<file path="src/sv/assert_macros.svh">
// assertion macros shared by the mixer rtl
`ifndef ASSERT_MACROS_SVH
`define ASSERT_MACROS_SVH

// property must hold at every clock edge outside reset
`define ASSERT_PROP(lbl, clk, rst_n, prop) \
    lbl: assert property (@(posedge clk) disable iff (!rst_n) (prop)) \
        else $error("assertion failed");

// condition must never be seen outside reset
`define ASSERT_NEVER(lbl, clk, rst_n, cond) \
    lbl: assert property (@(posedge clk) disable iff (!rst_n) !(cond)) \
        else $error("forbidden condition seen");

`endif

</file>
<file path="src/sv/mvsm_ram.sv">
// generic one-write one-read ram with registered read data
`timescale 1ns / 1ps
`default_nettype none

module mvsm_ram #(
    parameter int WIDTH = 16,
    parameter int DEPTH = 256
) (
    input  wire logic                                        i_clk,
    input  wire logic                                        i_we,
    input  wire logic [((DEPTH > 1) ? $clog2(DEPTH) : 1)-1:0] i_waddr,
    input  wire logic [WIDTH-1:0]                            i_wdata,
    input  wire logic [((DEPTH > 1) ? $clog2(DEPTH) : 1)-1:0] i_raddr,
    output logic      [WIDTH-1:0]                            o_rdata
);

    logic [WIDTH-1:0] r_mem [DEPTH];

    always_ff @(posedge i_clk) begin
        if (i_we) begin
            r_mem[i_waddr] <= i_wdata;
        end
        o_rdata <= r_mem[i_raddr];
    end

endmodule

`default_nettype wire

</file>
<file path="config.mk">
export PLATFORM = sky130hd
export DESIGN_NAME = mvsm_ram
export DESIGN_NICKNAME = d
export VERILOG_FILES = /design/src/sv/assert_macros.svh /design/src/sv/mvsm_ram.sv
export SDC_FILE = /design/constraint.sdc
export NUM_CORES = 2
export LEC_CHECK = 0
export BUFFER_PORTS_ARGS = -buffer_cell sky130_fd_sc_hd__buf_2
export CAP_MARGIN = 10
export CORE_MARGIN = 10
export CORE_UTILIZATION = 40
export DETAILED_ROUTE_END_ITERATION = 10
export SYNTH_ARGS = -nofsm -noshare
export SYNTH_HDL_FRONTEND = slang
export SYNTH_SLANG_ARGS = --single-unit
</file>
<file path="constraint.sdc">
create_clock -name i_clk -period 6.1 [get_ports i_clk]
set_clock_uncertainty 0.1 [all_clocks]
set_input_delay 0.305 -clock i_clk [delete_from_list [all_inputs] [get_ports i_clk]]
set_output_delay 0.305 -clock i_clk [all_outputs]
set_load 0.02 [all_outputs]
</file>
==> flow_summary.yaml <==
run_status:
  outcome: "completed"
final_layout:
  num-nets-final: 7790
  syn2layout_area_growth_pct: 13.14
  design_area_um2: 179600
  layout-drive-gt1-share: 0.2448
global_route:
  grt_overflow: 0
  vias_in_the_first_global_route: 77660
  gr-usage-all-layers: 0.1964
  pin_count_of_the_biggest_net_entering_global_routing: 221
  antenna_found_initial: 28
  grt_pass1_wl_um: 604000
routing:
  routed_wl_um: 430600
  viasPerCell: 5.910
  drt-initial-drc-count: 10140
  drtAntennaViolNets: 0
  routed-via-count: 78910
  drt_pass1_iterations: 6
  drc: 0
  avgRoutedWirePerCell_um: 32.25
cts:
  clock_sink_count: 4112
  number_of_h_tree_branching_levels: 5
  cts_post_setup_buffers_inserted: 0
  cts_hold_repair.buffers: 17
  post_cts.resized_instances: 0
  clock_latency_ns: 0.97
  cts_tree: "done"
  number_of_clock_buffers_inserted_by_tritoncts: 407
  maximum_buffer_depth_of_the_clock_tree: 4
  clock_tree.root_cell: "sky130_fd_sc_hd__clkbuf_16"
  clk_pin_slew_ns: 0.06
yosys:
  netlist_area_um2: 158700
  yosys-top-cells-area: "sky130_fd_sc_hd__edfxtp_1, sky130_fd_sc_hd__mux4_2, sky130_fd_sc_hd__mux2i_1, sky130_fd_sc_hd__o221ai_1, sky130_fd_sc_hd__nor2_1"
  async_reset_ff_frac: 0
  netlist.area_leader.share: 0.7750
  post_synth_inst_count: 7360
  synth-edff-count: 4096
  synth-seq-area-share: 0.7770
  average_footprint_of_a_synthesized_cell_um2: 21.56
  netlist_top_cells_count: "sky130_fd_sc_hd__edfxtp_1, sky130_fd_sc_hd__mux4_2, sky130_fd_sc_hd__mux2i_1"
  synth_warnings: 0
  yosysTopAreaCell: "sky130_fd_sc_hd__edfxtp_1"
  synth_seq_cells: 4112
  ys.flop_type: "sky130_fd_sc_hd__edfxtp_1"
  postSynthNetCount: 7394
  most_frequent_cell_after_synthesis: "sky130_fd_sc_hd__edfxtp_1"
  ys_types: 52
power:
  leakage_nw: 56.24
  power-per-cell-area_nw_per_um2: 323.8
  max-vdd-ir-drop_mv: 0.2356
sta:
  finalSetupViolations: 0
  report.final.hold_viol_count: 0
  timing.fmax_mhz: 289.0
  min_period_ns: 3.460
  worstMarginPinSlew_ns: 1.450
  relSlewSlack: 0.03305
  final-max-slew-violation-count: 0
  fin_setup_tns_ns: 0
  layout_worst_path_cycle_share: 0.5672
  grt_setup_unrepaired: "false"
job:
  timing.max_cap.violations: 0
worst_setup_path:
  worst_setup_path_start_kind: "input pin"
  worst_r2r_path_depth: 7
  setup.worst_path.class: "in2reg"
  regToRegSetupSlack_ns: 3.04
  timing.critical_path.cells: "dlygate4sd3_1, buf_2, nand4_1, buf_4, nor2_2"
  crit-reg2reg-capture: "o_rdata[10]$_DFF_P_"
  worst-endpoint-arrival_ns: 3.92
  critical_path_buf_inv_count: 3
  endpoint_kind: "flip-flop"
  crit_family: "simple AND/OR/NAND/NOR gates"
  largest_fanout_on_the_critical_path: 19
  regToRegStartpoint: "r_mem[131][10]$_DFFE_PP_"
  cp_slowest_cell: "sky130_fd_sc_hd__nand4_1"
  cp_slowest_stage_delay_ns: 1.07
  worst-endpoint-required_ns: 6.56
placement:
  gpl.final_weighted_congestion: 0.8383
  dp_hpwl_um: 249400
  portBuffers: 49
  placedInstanceArea_um2: 166700
min_path:
  hold_end: "r_mem[220][9]$_DFFE_PP_"
  holdCritStartpoint: "i_waddr[7]"
  min_delay_path_depth: 4
  worst_hold_path_type: "in2reg"
die:
  initial_utilization: 0.4011
  core_area_um2: 395700
  dieHeight_um: 649.9
  rows: 231
  die-area_um2: 422400
  design.portCount: 50
  die_w_um: 649.9
==> registers in the layout (all words and copies together), names as in the netlist <==
signal	cells
o_rdata	16
r_mem	4096
==> through the flow <==
| stage | setup slack (ns) | hold slack (ns) | power [mW] | instances | util |
|---|---|---|---|---|---|
| 2_1_floorplan | 3.530 | 0.3039 | 33.33 | 7360 | - |
| 3_3_place_gp | 1.878 | 0.6227 | 34.69 | 12570 | 0.4213 |
| 3_5_place_dp | 1.874 | 0.6336 | 34.74 | 12570 | 0.4213 |
| 4_1_cts | 2.731 | 0.03928 | 58.52 | 13330 | 0.4537 |
| 5_1_grt | 2.658 | 0.09349 | 59.76 | 13340 | 0.4538 |
| 6_report | 2.640 | 0.1202 | 58.14 | 13350 | 0.4538 |
==> worst min-delay path, cell delays in order <==
cell and delay (ns):
sky130_fd_sc_hd__buf_2 0.16, sky130_fd_sc_hd__nand3_1 0.10, sky130_fd_sc_hd__buf_4 0.24, sky130_fd_sc_hd__nor2_1 0.19
==> cell usage in the layout, fill, tap and decap left out, types with 32 or more instances in the layout <==
cell                        instances
sky130_fd_sc_hd__mux4_2           797
sky130_fd_sc_hd__mux2_2            88
sky130_fd_sc_hd__edfxtp_1        4096
sky130_fd_sc_hd__nand2_1           38
sky130_fd_sc_hd__clkinv_1          99
sky130_fd_sc_hd__nor2_1           221
sky130_fd_sc_hd__a22oi_1           43
sky130_fd_sc_hd__clkbuf_16        409
sky130_fd_sc_hd__mux2i_1          565
sky130_fd_sc_hd__a22o_1            32
sky130_fd_sc_hd__buf_4            328
sky130_fd_sc_hd__clkinv_2          86
sky130_fd_sc_hd__a21oi_1          175
sky130_fd_sc_hd__clkbuf_1          84
sky130_fd_sc_hd__nor3_1            90
sky130_fd_sc_hd__nor2_2            83
sky130_fd_sc_hd__o221ai_1         252
sky130_fd_sc_hd__o21ai_0           36
sky130_fd_sc_hd__buf_12            45
sky130_fd_sc_hd__o22ai_1          148
==> how the worst max path moves through the flow <==
stage | from | end | slack (ns) | depth (start not counted)
floorplan | i_waddr[3] | r_mem[235][0]$_DFFE_PP_ | 3.53 | 6
global placement | i_raddr[0] | o_rdata[8]$_DFF_P_ | 1.88 | 9
detailed placement | i_raddr[0] | o_rdata[8]$_DFF_P_ | 1.87 | 9
CTS | i_we | r_mem[46][7]$_DFFE_PP_ | 2.73 | 5
global route | i_raddr[0] | o_rdata[8]$_DFF_P_ | 2.66 | 9
finish | i_we | r_mem[46][4]$_DFFE_PP_ | 2.64 | 5
==> power breakdown <==
group,internal (mW),leakage (nW),switching (mW)
combinational,0.972,13.1,1.95
clock,13.3,6.20,10.7
sequential,31.2,36.9,0.0743
total,45.4,56.2,12.8
==> final cells by class <==
class                           instances  area [um^2]
Antenna cell                           16        40.04
Inverter                                4        27.53
Fill cell                           32590       216100
Clock inverter                        245         1979
Clock buffer                          501        10660
Timing Repair Buffer                  439         3984
Tap cell                             5242         6559
Multi-Input combinational cell       2792        33010
Sequential cell                      4112       123300
==> kinds of logic (layout without fill, tap and decap cells) <==
logic type	count (synthesis)	after routing	synth area share
flops	4112	4112	0.7770
simple gates	556	556	0.01574
mux	1450	1450	0.1550
buf+inv	456	1189	0.01693
other cells	0	16	0
compound gates	786	786	0.03537
==> routing by layer <==
layer	vias up	part of all wire	routed length, um	track usage
li1	32100	-	-	-
met1	42460	0.41	174600	0.2738
met2	3642	0.47	204200	0.3133
met3	697	0.083	35780	0.03617
met4	10	0.037	15950	0.06544
met5	-	0.00015	63	0
(Power assumes the default switching activity.)
