File: config.mk
export PLATFORM = sky130hd
export DESIGN_NAME = mvsm_scaler
export DESIGN_NICKNAME = d
export VERILOG_FILES = /design/src/sv/assert_macros.svh /design/src/sv/mvsm_pkg.sv /design/src/sv/mvsm_scaler.sv
export SDC_FILE = /design/constraint.sdc
export NUM_CORES = 1
export LEC_CHECK = 0
export BUFFER_PORTS_ARGS = -buffer_cell sky130_fd_sc_hd__buf_2
export CORE_ASPECT_RATIO = 0.5
export CORE_UTILIZATION = 64
export DETAILED_ROUTE_END_ITERATION = 6
export PLACE_DENSITY = 0.84
export SYNTH_ARGS = -nofsm -noshare
export SYNTH_HDL_FRONTEND = slang
export SYNTH_SLANG_ARGS = --single-unit
File: constraint.sdc
create_clock -name i_clk -period 16.9 [get_ports i_clk]
set_clock_uncertainty 0.05 [all_clocks]
set_input_delay 3.38 -clock i_clk [delete_from_list [all_inputs] [get_ports i_clk]]
set_output_delay 3.38 -clock i_clk [all_outputs]
set_load 0.005 [all_outputs]
File: src/sv/assert_macros.svh
// assertion macros shared by the mixer rtl
`ifndef ASSERT_MACROS_SVH
`define ASSERT_MACROS_SVH

// property must hold at every clock edge outside reset
`define ASSERT_PROP(lbl, clk, rst_n, prop) \
    lbl: assert property (@(posedge clk) disable iff (!rst_n) (prop)) \
        else $error("assertion failed");

// condition must never be seen outside reset
`define ASSERT_NEVER(lbl, clk, rst_n, cond) \
    lbl: assert property (@(posedge clk) disable iff (!rst_n) !(cond)) \
        else $error("forbidden condition seen");

`endif

File: src/sv/mvsm_pkg.sv
// package with sizes, codes and shared types of the sample mixer
`timescale 1ns / 1ps
`default_nettype none

package mvsm_pkg;

    localparam int VOICE_COUNT = 4;
    localparam int SOUND_COUNT = 4;
    localparam int STORE_DEPTH = 65536;

    localparam int SAMPLE_W = 16;
    localparam int START_W  = 16;
    localparam int LEN_W    = 17;
    localparam int GAIN_W   = 9;
    localparam int MASK_W   = 4;

    localparam int SAW   = (STORE_DEPTH > 1) ? $clog2(STORE_DEPTH) : 1;
    localparam int VIW   = (VOICE_COUNT > 1) ? $clog2(VOICE_COUNT) : 1;
    localparam int VCW   = $clog2(VOICE_COUNT + 1);
    localparam int SIW   = (SOUND_COUNT > 1) ? $clog2(SOUND_COUNT) : 1;
    localparam int SUM_W = (SAW > LEN_W + 1) ? SAW : LEN_W + 1;
    localparam int PROD_W = SAMPLE_W + GAIN_W + 1;

    localparam int CFG_IDX_W  = 3;
    localparam int CFG_DATA_W = 17;
    localparam int IN_DATA_W  = 56;
    localparam int IN_USER_W  = 2;
    localparam int OUT_DATA_W = 40;

    // low bit of a register index selects start or length of a sound
    localparam logic CFG_SEL_START  = 1'b0;
    localparam logic CFG_SEL_LENGTH = 1'b1;

    typedef enum logic [1:0] {
        KIND_TICK = 2'd0,
        KIND_PLAY = 2'd1,
        KIND_LOAD = 2'd2
    } t_kind;

    typedef enum logic [1:0] {
        ST_IDLE,
        ST_RUN,
        ST_DONE
    } t_state;

    typedef struct packed {
        logic [START_W-1:0] base;
        logic [LEN_W-1:0]   length;
        logic [LEN_W-1:0]   position;
        logic [GAIN_W-1:0]  lgain;
        logic [GAIN_W-1:0]  rgain;
    } t_voice;

    typedef struct packed {
        logic                       vld;
        logic signed [SAMPLE_W-1:0] sample;
        logic [GAIN_W-1:0]          lgain;
        logic [GAIN_W-1:0]          rgain;
    } t_scale_req;

    typedef struct packed {
        logic                vld;
        logic [SAMPLE_W-1:0] left;
        logic [SAMPLE_W-1:0] right;
    } t_scale_rsp;

endpackage

`default_nettype wire

File: src/sv/mvsm_scaler.sv
// gain unit: sample times left and right q8 gain, floor shift by 8, registered
`timescale 1ns / 1ps
`default_nettype none

module mvsm_scaler
    import mvsm_pkg::*;
(
    input  wire logic       i_clk,
    input  wire logic       i_rst_n,
    input  wire t_scale_req i_req,
    output t_scale_rsp      o_rsp
);

    logic signed [PROD_W-1:0] w_prod_l;
    logic signed [PROD_W-1:0] w_prod_r;

    always_comb begin
        w_prod_l = PROD_W'(i_req.sample) * PROD_W'($signed({1'b0, i_req.lgain}));
        w_prod_r = PROD_W'(i_req.sample) * PROD_W'($signed({1'b0, i_req.rgain}));
    end

    always_ff @(posedge i_clk) begin
        if (!i_rst_n) begin
            o_rsp.vld <= 1'b0;
        end else begin
            o_rsp.vld <= i_req.vld;
        end
        // low 16 bits of the arithmetic shift by 8
        o_rsp.left  <= w_prod_l[SAMPLE_W+7:8];
        o_rsp.right <= w_prod_r[SAMPLE_W+7:8];
    end

endmodule

`default_nettype wire

==> flow_summary.ini <==
[critical_path]
cp.arrival_ns = 8.70
end_kind = flop
path_max_fanout = 18
worstSetupPathType = primary input to flop
worstPathRequired_ns = 17.08
start_kind = primary input
crit_start = i_req[25]

[clocking]
cts_buffer_depth = 2
cts_setup_buffers = 0
cts_tree = yes
cts_resized = 0
cts_buffers = 5
clkSinkCount = 33
cts-root-buf = clkbuf_16
cts_hold_buffers = 0
htreeDepth = 2
path_clk_slew_ns = 0.06

[cells_and_area]
final_util = 0.699
layout.cells.non_filler = 1390
syn_to_final_growth_pct = 5.79
layout-drive-gt1-share = 0.0700
diodes = 0
largest_reg_flops = 33
top_regs = o_rsp x33
nets = 1550
regMostFlops = o_rsp

[synth]
synth_ff_type = dfxtp_1
synth_top_family_by_area = adder cells
synthesis.nets = 1512
syn_inst = 1147
synth_xor_area_frac = 0.0400
syn-cell-area_um2 = 10300
yosysWarnings = 0
synthAdderAreaFrac = 0.565
ys_ff_latch = 33
synth_compound_area_frac = 0.0462
synthSimpleGateAreaFrac = 0.165
synth_edf_count = 0
ys_seq_area_frac = 0.0642
syn_avg_cell_area_um2 = 8.97
synthMuxAreaShare = 0
synthArstFlopShare = 0
yosysUniqueCellTypes = 45

[timing]
grt_setup_unrepaired = no
setup_ws_ns = 8.38
fin_crit_sh = 0.504
tns_ns = 0
slew_headroom = 0.606
maxSlewViolCount = 0
setup_violations = 0
fmax_mhz = 117
tightest_slew_ns = 0.589
hold_viol = 0
final.min_clock_period_ns = 8.52

[die]
initial_utilization = 0.661
die_x_um = 181
die_area_um2 = 16600
fp.dieH_um = 91.7
rows = 32
core_area_um2 = 15600
io_pins = 70

[power_and_ir_drop]
power_mw = 1.90
peakVddDrop_v = 0.000128
power.density_nw_per_um2 = 175
p_leak_nw = 6.02

[detailed_routing]
antenna_left = 0
routed_wl_um = 22100
drt_pass1_iterations = 5
avgRoutedWirePerCell_um = 15.9
viasPerCell = 5.40
vias = 7505
drt-initial-drc-count = 405
drc = 0

[placement]
hpwl_um = 17700
io_buffers = 69
placed_cells = 1382
pre_cts_ws_ns = 8.12
gp_congestion = 0.874

[global_routing]
grt_max_degree = 19
grt_pass1_vias = 8104
antenna_found_initial = 0
track_usage = 0.294
grt_pass1_wl_um = 38600
overflow = 0

[min_path]
min_path_type = primary input to flop
min_from = i_req[34]

[flow_run]
maxCapViolations = 0

[status]
outcome = complete, no violations
## power by group
part | leakage, nW | internal, mW | switching [mW] | total, mW
sequential | 0.278 | 0.146 | 0.00945 | 0.155
combinational | 5.67 | 0.732 | 0.924 | 1.66
clock | 0.0706 | 0.0541 | 0.0370 | 0.0911
## cells in the final DEF, fill, tap and decap left out, types with 6 or more instances in the layout
master and count:
a21o_1 11, a21oi_1 15, and2_1 131, buf_2 69
dfxtp_1 33, fa_1 228, ha_1 100, inv_1 289
nand2_1 165, nand3_1 6, nor2_1 17, nor3_1 6
o21a_1 8, o21ai_0 7, xnor2_1 32, xor2_1 15
## cells by family (layout without fill, tap and decap cells)
logic type | count (synthesis) | in the layout
AO/OA/AOI/OAI | 67 | 67
AND/OR/NAND/NOR | 344 | 344
XOR/XNOR | 47 | 47
adder cells (fa/ha/maj) | 328 | 328
flip-flops | 33 | 33
buffers and inverters | 328 | 367
## worst paths after layout
| path | endpoint | slack [ns] | depth (start not counted) |
|---|---|---|---|
| worst max-delay path | o_rsp[28] | 8.38 | 20 |
| worst min-delay path | o_rsp[32] | 3.24 | 2 |
## cell type report
class / count / area, um2
sequential: 33 / 661
inverter: 290 / 1090
clock inverter: 2 / 10.0
clock buffer: 6 / 129
multi-input combinational: 786 / 8400
tap: 204 / 255
timing repair buffer: 69 / 345
fill: 1154 / 4690
## worst max-delay path: stages
cell and delay [ns]:
buf_2 0.34, nand2_1 0.15, fa_1 0.57, inv_1 0.06
fa_1 0.49, inv_1 0.05, fa_1 0.54, inv_1 0.05
fa_1 0.50, inv_1 0.06, fa_1 0.48, inv_1 0.04
ha_1 0.34, a21oi_2 0.16, nand2_1 0.09, or4_1 0.42
o21a_1 0.23, o21a_1 0.25, a2111o_1 0.41, nand4_1 0.07
## through the flow
step	hold slack [ns]	cell area (um2)
after floorplan	3.45	10300
after global placement	3.53	10700
after detailed placement	3.54	10700
after CTS	3.24	10900
after global routing	3.23	10900
final	3.24	10900
## cell usage after synthesis (4+ instances only)
cell type	n	share of area
nand2b_1	4	0.0024
and2_1	131	0.080
o21a_1	8	0.0058
ha_1	100	0.12
a21o_1	11	0.0080
a21oi_1	15	0.0073
nand4_1	5	0.0030
nor2_1	17	0.0062
xnor2_1	32	0.027
fa_1	228	0.44
clkbuf_1	37	0.013
dfxtp_1	33	0.064
o21ai_1	5	0.0024
nand2_1	165	0.060
nand3_1	6	0.0029
o21ai_0	7	0.0034
xor2_1	15	0.013
inv_1	289	0.11
nor3_1	6	0.0029
## per-layer routing
metal,vias up,GRT usage,wire length [um]
li1,3425,-,-
met1,3708,0.398,9530
met2,337,0.493,10500
met3,35,0.0580,1800
met4,0,0.0678,275
met5,-,0,0
Note: power is estimated with default switching activity, not from simulation.
